$ cat src/rtl/core/mexp_pkg.sv
// mexp_pkg: shared types and constants of the modular exponentiation unit
// used by mexp_mulmod and modular_exponentiation_unit; no dependencies
`default_nettype none

package mexp_pkg;

    localparam int DATA_W    = 32;
    localparam int CFG_IDX_W = 1;

    localparam logic [CFG_IDX_W-1:0] CFG_MODULUS  = 1'b0;
    localparam logic [CFG_IDX_W-1:0] CFG_EXPONENT = 1'b1;

    typedef enum logic [2:0] {
        ST_IDLE,
        ST_REDUCE,
        ST_MUL,
        ST_SQR,
        ST_DONE
    } mexp_state_t;

    typedef struct packed {
        logic busy;
        logic done;
    } mm_stat_t;

endpackage

`default_nettype wire

$ cat src/rtl/core/modular_exponentiation_unit.sv
// modular_exponentiation_unit: base ^ exponent mod modulus, right-to-left
// square-and-multiply sequenced over one shared modular multiplier
// depends on mexp_pkg and mexp_mulmod
//
//  channel   direction  handshake            payload
//  s_        in         s_tvalid / s_tready  s_tdata: base_value
//  m_        out        m_tvalid / m_tready  m_tdata: power_result
//  cfg_      in         cfg_wr_en            cfg_wr_index, cfg_wr_data
//
// an item runs one base reduction, WIDTH squarings and one multiply per set
// exponent bit, all on the shared multiplier
// a zero modulus gives 0 without using the multiplier
// s_tready is low while an item is at work; the output register lets the next
// item start while a result waits; aresetn is synchronous, active low
`default_nettype none

module modular_exponentiation_unit
    import mexp_pkg::*;
#(
    parameter int WIDTH = 32
) (
    input  wire logic                 aclk,
    input  wire logic                 aresetn,
    input  wire logic                 s_tvalid,
    output logic                      s_tready,
    input  wire logic [DATA_W-1:0]    s_tdata,      // [31:0] base_value
    output logic                      m_tvalid,
    input  wire logic                 m_tready,
    output logic      [DATA_W-1:0]    m_tdata,      // [31:0] power_result
    input  wire logic                 cfg_wr_en,
    input  wire logic [CFG_IDX_W-1:0] cfg_wr_index,
    input  wire logic [DATA_W-1:0]    cfg_wr_data
);

    localparam int BIT_W = $clog2(WIDTH);

    mexp_state_t state_reg, state_next;

    logic [DATA_W-1:0] modulus_reg;
    logic [DATA_W-1:0] exponent_reg;

    logic [WIDTH-1:0]  acc_reg, acc_next;
    logic [WIDTH-1:0]  pow_reg, pow_next;
    logic [WIDTH-1:0]  exp_reg, exp_next;
    logic [BIT_W-1:0]  bit_reg, bit_next;
    logic              out_valid_reg, out_valid_next;
    logic [WIDTH-1:0]  out_data_reg, out_data_next;

    logic [WIDTH-1:0]  mod_w;
    logic              mod_zero;
    logic              in_xfer;
    logic              last_bit;
    logic              out_free;

    logic              mm_start;
    logic [WIDTH-1:0]  mm_x;
    logic [WIDTH-1:0]  mm_y;
    logic [WIDTH-1:0]  mm_result;
    mm_stat_t          mm_stat;
    logic              load_out;

    assign mod_w    = modulus_reg[WIDTH-1:0];
    assign mod_zero = (mod_w == '0);
    assign in_xfer  = s_tvalid && s_tready;
    assign last_bit = (bit_reg == BIT_W'(WIDTH - 1));
    assign out_free = !out_valid_reg || m_tready;

    always_ff @(posedge aclk) begin
        if (!aresetn) begin
            modulus_reg  <= DATA_W'(1);
            exponent_reg <= DATA_W'(1);
        end else if (cfg_wr_en) begin
            case (cfg_wr_index)
                CFG_MODULUS:  modulus_reg  <= cfg_wr_data;
                CFG_EXPONENT: exponent_reg <= cfg_wr_data;
                default: ;
            endcase
        end
    end

    mexp_mulmod #(
        .WIDTH (WIDTH)
    ) u_mulmod (
        .aclk    (aclk),
        .aresetn (aresetn),
        .start   (mm_start),
        .op_x    (mm_x),
        .op_y    (mm_y),
        .modulus (mod_w),
        .result  (mm_result),
        .stat    (mm_stat)
    );

    // next state
    always_comb begin
        state_next = state_reg;
        case (state_reg)
            ST_IDLE: begin
                if (in_xfer) begin
                    state_next = mod_zero ? ST_DONE : ST_REDUCE;
                end
            end
            ST_REDUCE: begin
                if (mm_stat.done) begin
                    state_next = exp_reg[0] ? ST_MUL : ST_SQR;
                end
            end
            ST_MUL: begin
                if (mm_stat.done) begin
                    state_next = ST_SQR;
                end
            end
            ST_SQR: begin
                if (mm_stat.done) begin
                    if (last_bit) begin
                        state_next = ST_DONE;
                    end else begin
                        state_next = exp_reg[1] ? ST_MUL : ST_SQR;
                    end
                end
            end
            ST_DONE: begin
                if (out_free) begin
                    state_next = ST_IDLE;
                end
            end
            default: state_next = ST_IDLE;
        endcase
    end

    // outputs of the sequencer
    always_comb begin
        s_tready = 1'b0;
        mm_start = 1'b0;
        mm_x     = pow_reg;
        mm_y     = pow_reg;
        load_out = 1'b0;
        case (state_reg)
            ST_IDLE: begin
                s_tready = 1'b1;
            end
            ST_REDUCE: begin
                mm_start = !mm_stat.busy && !mm_stat.done;
                mm_y     = WIDTH'(1);
            end
            ST_MUL: begin
                mm_start = !mm_stat.busy && !mm_stat.done;
                mm_x     = acc_reg;
            end
            ST_SQR: begin
                mm_start = !mm_stat.busy && !mm_stat.done;
            end
            ST_DONE: begin
                load_out = out_free;
            end
            default: ;
        endcase
    end

    always_comb begin
        acc_next       = acc_reg;
        pow_next       = pow_reg;
        exp_next       = exp_reg;
        bit_next       = bit_reg;
        out_data_next  = out_data_reg;
        out_valid_next = out_valid_reg;
        if (in_xfer) begin
            acc_next = mod_zero ? '0 : WIDTH'(1);
            pow_next = s_tdata[WIDTH-1:0];
            exp_next = exponent_reg[WIDTH-1:0];
            bit_next = '0;
        end
        if (mm_stat.done) begin
            case (state_reg)
                ST_REDUCE: pow_next = mm_result;
                ST_MUL:    acc_next = mm_result;
                ST_SQR: begin
                    pow_next = mm_result;
                    exp_next = exp_reg >> 1;
                    bit_next = bit_reg + BIT_W'(1);
                end
                default: ;
            endcase
        end
        if (load_out) begin
            out_valid_next = 1'b1;
            out_data_next  = acc_reg;
        end else if (m_tready) begin
            out_valid_next = 1'b0;
        end
    end

    always_ff @(posedge aclk) begin
        if (!aresetn) begin
            state_reg     <= ST_IDLE;
            out_valid_reg <= 1'b0;
            bit_reg       <= '0;
        end else begin
            state_reg     <= state_next;
            out_valid_reg <= out_valid_next;
            bit_reg       <= bit_next;
        end
        acc_reg      <= acc_next;
        pow_reg      <= pow_next;
        exp_reg      <= exp_next;
        out_data_reg <= out_data_next;
    end

    assign m_tvalid = out_valid_reg;
    assign m_tdata  = DATA_W'(out_data_reg);

    a_mm_result_reduced: assert property (
        @(posedge aclk) disable iff (!aresetn)
        mm_stat.done |-> (mm_result < mod_w)
    ) else $error("multiplier result not below modulus");

    a_busy_after_accept: assert property (
        @(posedge aclk) disable iff (!aresetn)
        in_xfer |=> !s_tready
    ) else $error("input ready right after an accepted transfer");

    a_idle_mm_quiet: assert property (
        @(posedge aclk) disable iff (!aresetn)
        (state_reg == ST_IDLE) |-> !mm_stat.busy
    ) else $error("multiplier busy while sequencer idle");

    a_load_only_free: assert property (
        @(posedge aclk) disable iff (!aresetn)
        (m_tvalid && !m_tready) |=> m_tvalid && $stable(m_tdata)
    ) else $error("pending result overwritten or dropped");

endmodule

`default_nettype wire

$ cat src/rtl/core/mexp_mulmod.sv
// mexp_mulmod: shared bit-serial modular multiplier, x * y mod m, msb first
// one multiplier bit per cycle with a shift-add and a double compare-subtract
// depends on mexp_pkg
`default_nettype none

module mexp_mulmod
    import mexp_pkg::*;
#(
    parameter int WIDTH = 32
) (
    input  wire logic             aclk,
    input  wire logic             aresetn,
    input  wire logic             start,
    input  wire logic [WIDTH-1:0] op_x,
    input  wire logic [WIDTH-1:0] op_y,
    input  wire logic [WIDTH-1:0] modulus,
    output logic      [WIDTH-1:0] result,
    output mm_stat_t              stat
);

    localparam int CNT_W = $clog2(WIDTH);
    localparam int T_W   = WIDTH + 2;

    logic [CNT_W-1:0] cnt_reg, cnt_next;
    logic             busy_reg, busy_next;
    logic             done_reg, done_next;
    logic [WIDTH-1:0] x_reg, x_next;
    logic [WIDTH-1:0] y_reg, y_next;
    logic [WIDTH-1:0] r_reg, r_next;

    logic [T_W-1:0] sum;
    logic [T_W-1:0] m1;
    logic [T_W-1:0] m2;
    logic [T_W-1:0] sum_red;

    // r < m and y <= m keep 2r + y below 3m
    always_comb begin
        sum = {1'b0, r_reg, 1'b0} + (x_reg[WIDTH-1] ? T_W'(y_reg) : T_W'(0));
        m1  = T_W'(modulus);
        m2  = {1'b0, modulus, 1'b0};
        if (sum >= m2) begin
            sum_red = sum - m2;
        end else if (sum >= m1) begin
            sum_red = sum - m1;
        end else begin
            sum_red = sum;
        end
    end

    always_comb begin
        cnt_next  = cnt_reg;
        busy_next = busy_reg;
        done_next = 1'b0;
        x_next    = x_reg;
        y_next    = y_reg;
        r_next    = r_reg;
        if (busy_reg) begin
            r_next   = sum_red[WIDTH-1:0];
            x_next   = {x_reg[WIDTH-2:0], 1'b0};
            cnt_next = cnt_reg - CNT_W'(1);
            if (cnt_reg == '0) begin
                busy_next = 1'b0;
                done_next = 1'b1;
            end
        end else if (start) begin
            x_next    = op_x;
            y_next    = op_y;
            r_next    = '0;
            cnt_next  = CNT_W'(WIDTH - 1);
            busy_next = 1'b1;
        end
    end

    always_ff @(posedge aclk) begin
        if (!aresetn) begin
            busy_reg <= 1'b0;
            done_reg <= 1'b0;
            cnt_reg  <= '0;
        end else begin
            busy_reg <= busy_next;
            done_reg <= done_next;
            cnt_reg  <= cnt_next;
        end
        x_reg <= x_next;
        y_reg <= y_next;
        r_reg <= r_next;
    end

    assign result    = r_reg;
    assign stat.busy = busy_reg;
    assign stat.done = done_reg;

endmodule

`default_nettype wire

$ cat config.mk
export PLATFORM = sky130hd
export DESIGN_NAME = modular_exponentiation_unit
export DESIGN_NICKNAME = d
export VERILOG_FILES = /design/src/rtl/core/mexp_pkg.sv /design/src/rtl/core/modular_exponentiation_unit.sv /design/src/rtl/core/mexp_mulmod.sv
export SDC_FILE = /design/constraint.sdc
export NUM_CORES = 1
export LEC_CHECK = 0
export BUFFER_PORTS_ARGS = -buffer_cell sky130_fd_sc_hd__buf_2
export CAP_MARGIN = 20
export CORE_UTILIZATION = 35
export CTS_BUF_LIST = sky130_fd_sc_hd__clkbuf_4 sky130_fd_sc_hd__clkbuf_8
export CTS_CLUSTER_DIAMETER = 80
export CTS_CLUSTER_SIZE = 8
export DETAILED_ROUTE_END_ITERATION = 8
export GPL_TIMING_DRIVEN = 1
export PLACE_DENSITY = 0.64
export SLEW_MARGIN = 10
export SYNTH_ARGS = -nofsm -noshare
export SYNTH_HDL_FRONTEND = slang
export SYNTH_HIERARCHICAL = 1
export SYNTH_SLANG_ARGS = --single-unit
$ cat constraint.sdc
create_clock -name aclk -period 5.4 [get_ports aclk]
set_input_delay 1.08 -clock aclk [delete_from_list [all_inputs] [get_ports aclk]]
set_output_delay 1.08 -clock aclk [all_outputs]
set_load 0.01 [all_outputs]
==> results of run 1 <==
[Yosys cell counts, drive strengths merged, types with 5 or more instances]
library cell,n,area (um^2)
ha,99,1240
a22o,62,543
buf,43,245
a211oi,19,153
dfxtp,177,3540
o21bai,7,52.6
o21a,18,136
and2,42,263
a31oi,80,507
nor2b,44,275
nor2,145,554
edfxtp,127,3810
clkbuf,53,199
and3,10,62.6
nand4,13,81.3
a21o,43,323
o211ai,14,105
nor4,11,68.8
nand2,328,1230
or2,5,31.3
nand3,26,130
mux2i,19,190
nand2b,11,68.8
a21oi,176,881
mux2,33,372
inv,65,244
or3,6,37.5
o21ai,65,325
xnor2,56,490
a21boi,7,52.6
a2111oi,6,71.3
xor2,19,166
nor3,29,155
[per-stage QoR]
| stage | setup TNS (ps) | setup WS [ps] |
|---|---|---|
| 4_1_cts | 0 | 12.6 |
| 3_3_place_gp | -9680 | -356 |
| 6_report | 0 | 77.9 |
| 5_1_grt | -1510 | -101 |
| 2_1_floorplan | 0 | 204 |
| 3_5_place_dp | -15060 | -544 |
[power by group]
part           switching, W  total, W  internal (W)
combinational       0.00392   0.00717       0.00325
sequential         0.000192   0.00290       0.00271
clock              0.000887   0.00182      0.000937
[what timing repair did]
| action | 4_1_cts | 5_1_grt |
|---|---|---|
| cloned | 1 | 4 |
| setup endpoints to repair | 32 | 32 |
| resized for setup | 24 | 86 |
| endpoints found under the hold margin | 0 | 0 |
| setup buffers | 6 | 13 |
| pin swaps | 8 | 39 |
[routing by layer]
| metal | track usage, % | share of wire (%) |
|---|---|---|
| met1 | 28.8 | 48 |
| met2 | 31.9 | 45 |
| met3 | 3.08 | 4.9 |
| met4 | 5.99 | 2.2 |
| met5 | 0 | 0 |
[layout make-up]
cell class,count,area [um^2],share of cell area (%)
Antenna cell,2,5.00,0.0233
Clock buffer,68,798,3.72
Clock inverter,3,31.3,0.146
Inverter,66,248,1.16
Multi-Input combinational cell,1463,9780,45.6
Sequential cell,304,7360,34.3
Tap cell,664,831,3.88
Timing Repair Buffer,338,2380,11.1
[placed cells by master (no fill, tap or decap), types with 11 or more instances in the layout]
cell / netlist / routed
o21ai_1: 18 / 21
xor2_1: 19 / 19
o21a_1: 17 / 17
nor2b_1: 44 / 41
a21oi_1: 176 / 153
a31oi_1: 79 / 76
nor2_1: 143 / 139
and2_1: 42 / 40
xnor2_1: 56 / 47
nand4_1: 13 / 13
mux2i_1: 19 / 15
o211ai_1: 14 / 14
nor3_1: 27 / 26
mux2_2: 33 / 33
a211oi_1: 17 / 11
a22o_1: 62 / 62
clkbuf_8: 0 / 46
clkbuf_4: 0 / 22
nand3_1: 26 / 25
ha_1: 99 / 92
buf_4: 6 / 221
edfxtp_1: 127 / 127
buf_2: 25 / 104
a21o_1: 43 / 43
a21oi_2: 0 / 22
inv_1: 64 / 62
nand2_1: 328 / 325
dfxtp_1: 177 / 176
o21ai_0: 47 / 43
[logic make-up (layout without fill, tap and decap cells)]
| family | after synthesis | after routing | share of synthesized area [%] |
|---|---|---|---|
| AND/OR/NAND/NOR | 684 | 685 | 17.9 |
| AO/OA/AOI/OAI | 549 | 549 | 21.0 |
| flip-flops | 304 | 304 | 42.5 |
| buffers and inverters | 162 | 475 | 4.00 |
| adder cells (fa/ha/maj) | 102 | 102 | 7.51 |
| XOR/XNOR | 75 | 75 | 3.80 |
| multiplexers | 52 | 52 | 3.25 |
| other | 0 | 2 | 0 |
[worst max-delay path, cell delays in order, from the launching register on]
cell	delay, ps
edfxtp_1	480
buf_2	210
and2_1	170
ha_1	330
a21oi_1	160
o21ai_1	120
a2111o_1	450
a31oi_2	210
o21a_2	180
a21boi_1	60
buf_4	140
o211ai_1	290
ha_1	300
buf_4	150
a21oi_2	140
o31ai_2	110
a41o_1	220
a211oi_2	230
nor2_2	90
nor4bb_2	270
buf_4	210
buf_4	170
or3_1	110
a21oi_1	60
a311oi_1	250
[path summary, 6_finish.rpt]
kind / startpoint / to / slack (ps) / cells after the start
worst min-delay path: exponent_reg[14] / exponent_reg[14] / 450 / 2
worst min register to register: exponent_reg[14] / exponent_reg[14] / 450 / 2
worst max register to register: u_mulmod/x_reg[31] / u_mulmod/result[14] / 80 / 24
worst max-delay path: u_mulmod/x_reg[31] / u_mulmod/result[14] / 80 / 24
==> results.ini, run 1 <==
[status]
outcome=complete, no violations

[die]
core_um2=48800
die_area_um2=50300
ios=104
dieWidth_um=224
dieHeight_um=224
initial_core_util_pct=35.4
row_count=81

[logic_synthesis]
synth_cells=1928
synthArstFlopShare_pct=0
syn-cell-area_um2=17300
yosys_warnings=6
synth_edf_count=127
synth_fp_nets=2100
syn_area_per_cell_um2=8.97
ys_seq_area_share_pct=42.5
yosys_register_bits=304
synth_cell_type_count=84
ys.flop_type=dfxtp_1

[sta]
finalCritPeriodShare_pct=98.6
timing.hold.ws_ps=452
fmax_mhz=188
fin_worst_skew_ps=54.0
finalMaxSlewViolations=0
worst_pin_slew_ps=996
min_period_ps=5320
hold_violations=0
slew_headroom_pct=33.6
setup_viol=0
rsz0062_at_grt=true

[layout]
stdcell_count=2908
final_cell_area_um2=21400
n_fill_cell=4818
utilization_pct=43.9
drive_above_1_share_pct=24.9
area_delta_synth_final_pct=24.0
nNetsFinal=2389

[cts]
cts_tree=built
cts_made_buffers=44
clock-sinks=304
cts_root_buffer=clkbuf_8
cts_hold_buffers=0
clkLatencyLatePin_ps=640
path_clk_slew_ps=70
cts_htree_levels=2
clock_path_buffers=3

[pwr]
leakage_nw=8.74
peakVddDrop_uv=238
powerDensity_nw_per_um2=555
power_w=0.0119

[global_routing]
grt_pass1_wl_um=81000
grt_util_all_layers_pct=20.3
grt_pass1_vias=14871
overflow=0
antenna_found_initial=1
grt_max_degree=71

[setup_path]
path_class=flip-flop to flip-flop
crit_path_max_fanout=9
cp-end-kind=flip-flop
cp.arrival_ps=5740
critPathLaunchType=flip-flop
required_ps=5820

[route]
drt_iter0_drc=1027
post_drt_wl_per_cell_um=17.9
vias=15322
ant_nets=0
wl_um=52100
post_drt_via_cell_ratio=5.27
route.detailed.drc=0
first_pass_iters=7

[place]
place_inst=2811
gp_congestion=0.931
hpwlAfterDp_um=38500
dpl_cell_area_um2=19900
io_buffers=103

[hold_path]
hold_path_class=flip-flop to flip-flop

[run]
cap_violations=0

Power figures use the tool's default switching activity.
==> inputs of run 2 (changes only) <==
Settings changed: SYNTH_HIERARCHICAL 1 to not set.
==> run 2 against run 1 <==
Compared with the run above: routed wire length decreased by 6.0%; non-clock buffer count down 87; critical path depth rose by 1; clock skew grew 7.6 ps; critical path type unchanged; highest routed layer unchanged.
==> results.ini, run 2 <==
[status]
outcome=complete, no violations  ; unchanged

[cts]
clkLatencyLatePin_ps=650  ; was 640 ps
clock_path_buffers=3  ; unchanged
cts_tree=built  ; unchanged
cts_made_buffers=44  ; unchanged
clock-sinks=304  ; unchanged
path_clk_slew_ps=80  ; was 70 ps
cts_root_buffer=clkbuf_8  ; unchanged
cts_htree_levels=2  ; unchanged

[logic_synthesis]
synth_area_leader_cell=edfxtp_1  ; unchanged
syn_area_per_cell_um2=9.19  ; was 8.97 um^2
synth_cell_type_count=66  ; was 84
synth_top_area_share_pct=22.1  ; about the same
synth_area_leaders=edfxtp_1 22%, dfxtp_1 21%, ha_1 7.2%  ; was edfxtp_1 22%, dfxtp_1 20%, ha_1 7.2%
synth_fp_nets=2047  ; was 2100
synth_edf_count=127  ; unchanged
ys_seq_area_share_pct=42.7  ; was 42.5%
yosys_register_bits=304  ; unchanged
ys.flop_type=dfxtp_1  ; unchanged
synth.most_common_cell=nand2_1  ; unchanged
synthArstFlopShare_pct=0  ; unchanged
syn-cell-area_um2=17200  ; was 17300 um^2
yosys_warnings=0  ; was 6
synth_cells=1875  ; was 1928
synth_common_cells=281 x nand2_1, 188 x o21ai_0, 177 x dfxtp_1  ; was 328 x nand2_1, 177 x dfxtp_1, 176 x a21oi_1

[layout]
multi_input_area_um2=9780  ; unchanged
final_cell_mix=278 x nand2_1, 176 x dfxtp_1, 170 x o21ai_0  ; was 325 x nand2_1, 221 x buf_4, 176 x dfxtp_1
drive_above_1_share_pct=20.3  ; was 24.9%
nNetsFinal=2249  ; was 2389
diodes=0  ; was 2
mostFrequentLayoutCell=nand2_1  ; unchanged
utilization_pct=43.1  ; was 43.9%
seq_area_um2=7360  ; unchanged
area_delta_synth_final_pct=20.4  ; was 24.0%
n_fill_cell=4745  ; was 4818

[place]
dp_slack_ps=-215  ; was -544 ps
hpwlAfterDp_um=36100  ; was 38500 um
gp_congestion=0.954  ; was 0.931
io_buffers=103  ; unchanged

[route]
vias=14449  ; was 15322
wl_um=49000  ; was 52100 um
post_drt_via_cell_ratio=5.24  ; was 5.27
drt_iter0_drc=1045  ; was 1027
ant_nets=0  ; unchanged
first_pass_iters=5  ; was 7
route.detailed.drc=0  ; unchanged
post_drt_wl_per_cell_um=17.8  ; was 17.9 um

[setup_path]
path_depth=25  ; was 24
crit_path_max_fanout=8  ; was 9
path_buf_inv=5  ; unchanged
critPathLaunchType=flip-flop  ; unchanged
cp_slowest_cell=edfxtp_1  ; unchanged
required_ps=5730  ; was 5820 ps
reg2reg_to=u_mulmod.result[29]  ; was u_mulmod/result[14]
r2r_slack_ps=140  ; was 80 ps
cp.arrival_ps=5590  ; was 5740 ps
cpMostUsedCell=buf_4  ; unchanged
path_class=flip-flop to flip-flop  ; unchanged
endpoint=u_mulmod.result[29]  ; was u_mulmod/result[14]
ff2ff_path_depth=25  ; was 24
r2r_start=u_mulmod.x_reg[31]  ; was u_mulmod/x_reg[31]
cp-end-kind=flip-flop  ; unchanged
crit_family=compound AO/OA/AOI/OAI gates  ; unchanged
slowest_delay_ps=440  ; was 480 ps
cp-startpoint=u_mulmod.x_reg[31]  ; was u_mulmod/x_reg[31]

[global_routing]
antenna_found_initial=0  ; was 1
overflow=0  ; unchanged
grt_pass1_wl_um=76400  ; was 81000 um
grt_util_all_layers_pct=19.3  ; was 20.3%
grt_pass1_vias=13835  ; was 14871
grt_max_degree=81  ; was 71

[sta]
fmax_mhz=190  ; was 188 MHz
setup_viol=0  ; unchanged
fin_worst_skew_ps=61.6  ; was 54.0 ps
hold_violations=0  ; unchanged
finalMaxSlewViolations=0  ; unchanged
fin_ws_ps=139  ; was 77.9 ps
worst_pin_slew_ps=1030  ; was 996 ps
slew_headroom_pct=31.2  ; was 33.6%
setup_tns_ps=0  ; unchanged
finalCritPeriodShare_pct=97.4  ; was 98.6%
min_period_ps=5260  ; was 5320 ps

[die]
core_um2=48100  ; was 48800 um^2
dieWidth_um=224  ; about the same
dieHeight_um=224  ; about the same
ios=104  ; unchanged
die_area_um2=50100  ; was 50300 um^2
initial_core_util_pct=35.8  ; was 35.4%
row_count=80  ; was 81

[hold_path]
hold_path_class=flip-flop to flip-flop  ; unchanged

[run]
cap_violations=0  ; unchanged

==> run 2: cell types whose count changed after synthesis, sizes merged, moves of 47 or more <==
cell and change:
nor2 -73, a21boi +56, nand2 -47, o21ai +123, a21oi -75, a31oi -62, mux2i +96
==> run 2: kinds of logic (layout without fill, tap and decap cells) <==
kind of cell	count (synthesis)	count (layout)	synth area share (%)
compound gates	559	559	20.6
simple gates	544	544	14.5
flops	304	304	42.7
buf+inv	168	393	3.80
mux	116	116	6.75
fa+ha+maj	102	102	7.54
xor+xnor	82	82	4.17
==> run 2: layer usage <==
metal	global-route usage [%]	share of wire, %	vias to the layer above
met2	29.5	43	426
met3	2.53	5.1	57
met1	28.3	50	6840
met4	4.97	1.8	0
met5	0	0	-
li1	-	-	7126
==> run 2: area by class of cell <==
type | count | area share (%)
clock inverters | 5 | 0.259
inverters | 73 | 1.32
well taps | 656 | 3.96
repair buffers | 251 | 8.19
clock buffers | 64 | 3.64
multi-input cells | 1403 | 47.2
flip-flops and latches | 304 | 35.5
==> run 2: how the worst min path moves through the flow <==
stage	from	endpoint	slack, ps	depth (start not counted)
5_1_grt	bit_reg[3]	bit_reg[3]	470	1
3_5_place_dp	exp_reg[6]	exp_reg[5]	440	2
3_3_place_gp	exp_reg[6]	exp_reg[5]	430	2
2_1_floorplan	bit_reg[3]	bit_reg[3]	410	1
4_1_cts	acc_reg[16]	m_tdata[16]	450	0
6_report	exp_reg[9]	exp_reg[8]	460	2
==> run 2: metrics by stage <==
stage,hold WS [ps],instance area (um^2),std cells
6_report,457,20700,2756
4_1_cts,452,20100,2739
3_3_place_gp,434,19200,2663
2_1_floorplan,415,17200,1875
5_1_grt,469,20700,2756
3_5_place_dp,441,19200,2666
==> run 2: worst register-to-register path: cells and delay by family (launching register included) <==
kind,cells,cell delay [ps]
compound gates,14,2520
buf+inv,5,750
fa+ha+maj,2,550
flops,1,440
simple gates,2,270
xor+xnor,1,230
mux,1,190
==> run 2: timing repair <==
action	CTS	global route
cloned	0	1
hold buffers	0	0
pin swaps	10	45
setup buffers	4	15
setup endpoints to repair	32	32
resized for setup	11	109
Power of run 2 is left out: the tool's default activity adds up to more than one toggle a clock period on the data nets, which glitch-free logic cannot reach.
==> inputs of run 3 (changes only) <==
Settings changed: CELL_PAD_IN_SITES_DETAIL_PLACEMENT set to 0, CELL_PAD_IN_SITES_GLOBAL_PLACEMENT set to 1, CORE_UTILIZATION 35 to 28, GPL_ROUTABILITY_DRIVEN set to 0, PLACE_DENSITY 0.64 to 0.65.
==> run 3 against run 2 <==
Compared with the run above: critical path depth fell by 1; sequential cell count did not move; first-iteration DRC count fell by 14%; worst hold slack got worse by 7.1 ps; final cell count rose by 4.8%; clock skew fell by 27 ps; clock-buffer cell count fell by 1; core utilization fell by 8.7 points; worst setup slack improved by 81 ps; die area rose by 25%; sequential share of layout area fell by 0.20 points; global-route usage fell by 3.4 points.
==> results.ini, run 3 (synthesis results as in run 2) <==
[global_routing]
overflow=0  ; unchanged
grt_pass1_wl_um=78800  ; was 76400 um
grt_pass1_vias=14138  ; was 13835
grt_max_degree=81  ; unchanged
grt_util_all_layers_pct=15.9  ; was 19.3%
antenna_found_initial=0  ; unchanged

[hold_path]
hold_end=exp_reg[28]  ; was exp_reg[8]
whs_path_depth=2  ; unchanged
hold_path.startpoint=exp_reg[29]  ; was exp_reg[9]
hold_path_class=flip-flop to flip-flop  ; unchanged

[setup_path]
cp.arrival_ps=5550  ; was 5590 ps
cp-startpoint=u_mulmod.x_reg[31]  ; unchanged
critPathLaunchType=flip-flop  ; unchanged
cp-end-kind=flip-flop  ; unchanged
required_ps=5770  ; was 5730 ps
path_class=flip-flop to flip-flop  ; unchanged
crit_path_max_fanout=18  ; was 8
r2r_start=u_mulmod.x_reg[31]  ; unchanged
reg2reg_to=u_mulmod.result[18]  ; was u_mulmod.result[29]
r2r_slack_ps=220  ; was 140 ps
ff2ff_path_depth=24  ; was 25

[layout]
nNetsFinal=2256  ; was 2249
stdcell_count=2887  ; was 2756
mostFrequentLayoutCell=nand2_1  ; unchanged
drive_above_1_share_pct=19.6  ; was 20.3%
final_cell_mix=279 x nand2_1, 180 x o21ai_0, 176 x dfxtp_1  ; was 278 x nand2_1, 176 x dfxtp_1, 170 x o21ai_0
area_delta_synth_final_pct=21.1  ; was 20.4%
diodes=0  ; unchanged

[pwr]
leakage_nw=8.33
powerDensity_nw_per_um2=765
peakVddDrop_uv=360

[route]
met3WireLength_um=2260  ; was 2500 um
wl_um=50700  ; was 49000 um
post_drt_via_cell_ratio=4.95  ; was 5.24
route.detailed.drc=0  ; unchanged
first_pass_iters=5  ; unchanged
wl_met2_um=22100  ; was 21300 um
highest_layer=met4  ; unchanged
wl_met1_um=25400  ; was 24400 um
vias=14304  ; was 14449
drt_iter0_drc=897  ; was 1045
ant_nets=0  ; unchanged
post_drt_wl_per_cell_um=17.6  ; was 17.8 um

[sta]
slew_headroom_pct=31.8  ; was 31.2%
setup_tns_ps=0  ; unchanged
finalMaxSlewViolations=0  ; unchanged
fin_worst_skew_ps=34.7  ; was 61.6 ps
hold_violations=0  ; unchanged
min_period_ps=5180  ; was 5260 ps
setup_viol=0  ; unchanged
fmax_mhz=193  ; was 190 MHz
worst_pin_slew_ps=1020  ; was 1030 ps
finalCritPeriodShare_pct=95.9  ; was 97.4%

[die]
initial_core_util_pct=28.4  ; was 35.8%
die_area_um2=62500  ; was 50100 um^2
dieHeight_um=250  ; was 224 um
core_um2=60600  ; was 48100 um^2
ios=104  ; unchanged
row_count=90  ; was 80
dieWidth_um=250  ; was 224 um

[cts]
clock-sinks=304  ; unchanged
path_clk_slew_ps=70  ; was 80 ps
cts_tree=built  ; unchanged
cts_htree_levels=2  ; unchanged
clkLatencyLatePin_ps=630  ; was 650 ps
cts_made_buffers=44  ; unchanged
cts_root_buffer=clkbuf_8  ; unchanged
clock_path_buffers=3  ; unchanged

[status]
outcome=complete, no violations  ; unchanged

[place]
place_inst=2806  ; was 2666
hpwlAfterDp_um=37600  ; was 36100 um
io_buffers=103  ; unchanged

[run]
cap_violations=0  ; unchanged

run 3: changes by cell type in the layout (fill, tap and decap cells not counted), sizes merged:
cell      delta
clkinvlp     -1
buf          +6
run 3: critical path, stage by stage (launching register included):
cell	delay (ps)
edfxtp_1	440
and2_4	170
ha_1	150
inv_1	60
fa_2	340
nand2b_4	150
a21o_1	170
a31o_4	230
a21o_4	240
o21ai_4	210
a31oi_4	120
xnor2_2	170
buf_4	140
buf_4	130
ha_1	300
nand4_1	100
nor4_2	60
buf_4	130
o31ai_2	230
a21oi_1	100
or4_4	500
or2_4	280
buf_12	160
mux2i_1	230
a21oi_1	110
run 3: layout make-up:
type	instances	area, um^2
clock inverter	4	35.0
sequential	304	7360
inverter	73	274
timing repair buffer	258	1750
fill	6230	39700
tap	782	978
multi-input combinational	1403	9710
clock buffer	63	761
run 3: power by group:
part | leakage (nW) | switching, W | internal [W] | total, W
sequential | 2.71 | 0.000320 | 0.00291 | 0.00323
combinational | 5.19 | 0.00599 | 0.00497 | 0.0110
clock | 0.428 | 0.000878 | 0.000897 | 0.00178
run 3: metal layers:
layer | global-route usage (%) | up-vias
met2 | 24.9 | 342
met3 | 2.32 | 65
met4 | 4.22 | 0
li1 | - | 7133
met1 | 22.6 | 6764
met5 | 0 | -
run 3: how the worst max path moves through the flow:
stage	to	cells after the start
6_report	u_mulmod.result[18]	24
5_1_grt	u_mulmod.result[0]	22
3_5_place_dp	u_mulmod.result[13]	23
2_1_floorplan	u_mulmod.result[10]	24
3_3_place_gp	u_mulmod.result[31]	23
4_1_cts	u_mulmod.result[31]	23
run 3: through the flow:
stage / setup WS (ps) / hold WS [ps] / total power (W) / utilization (%) / area (um^2)
floorplan: 287 / 415 / 0.00969 / - / 17200
global placement: 63.2 / 435 / 0.0132 / 32.1 / 19500
detailed placement: -41.5 / 438 / 0.0132 / 32.1 / 19500
CTS: 11.8 / 455 / 0.0151 / 33.5 / 20300
global route: -30.5 / 463 / 0.0171 / 34.4 / 20900
finish: 220 / 450 / 0.0160 / 34.4 / 20900
run 3: repair_timing:
item                       4_1_cts  5_1_grt
buffers inserted                 1       10
pin swaps                        1       31
cloned                           0        3
hold buffers                     0        0
resized for setup                5       89
setup endpoints to repair       22       32
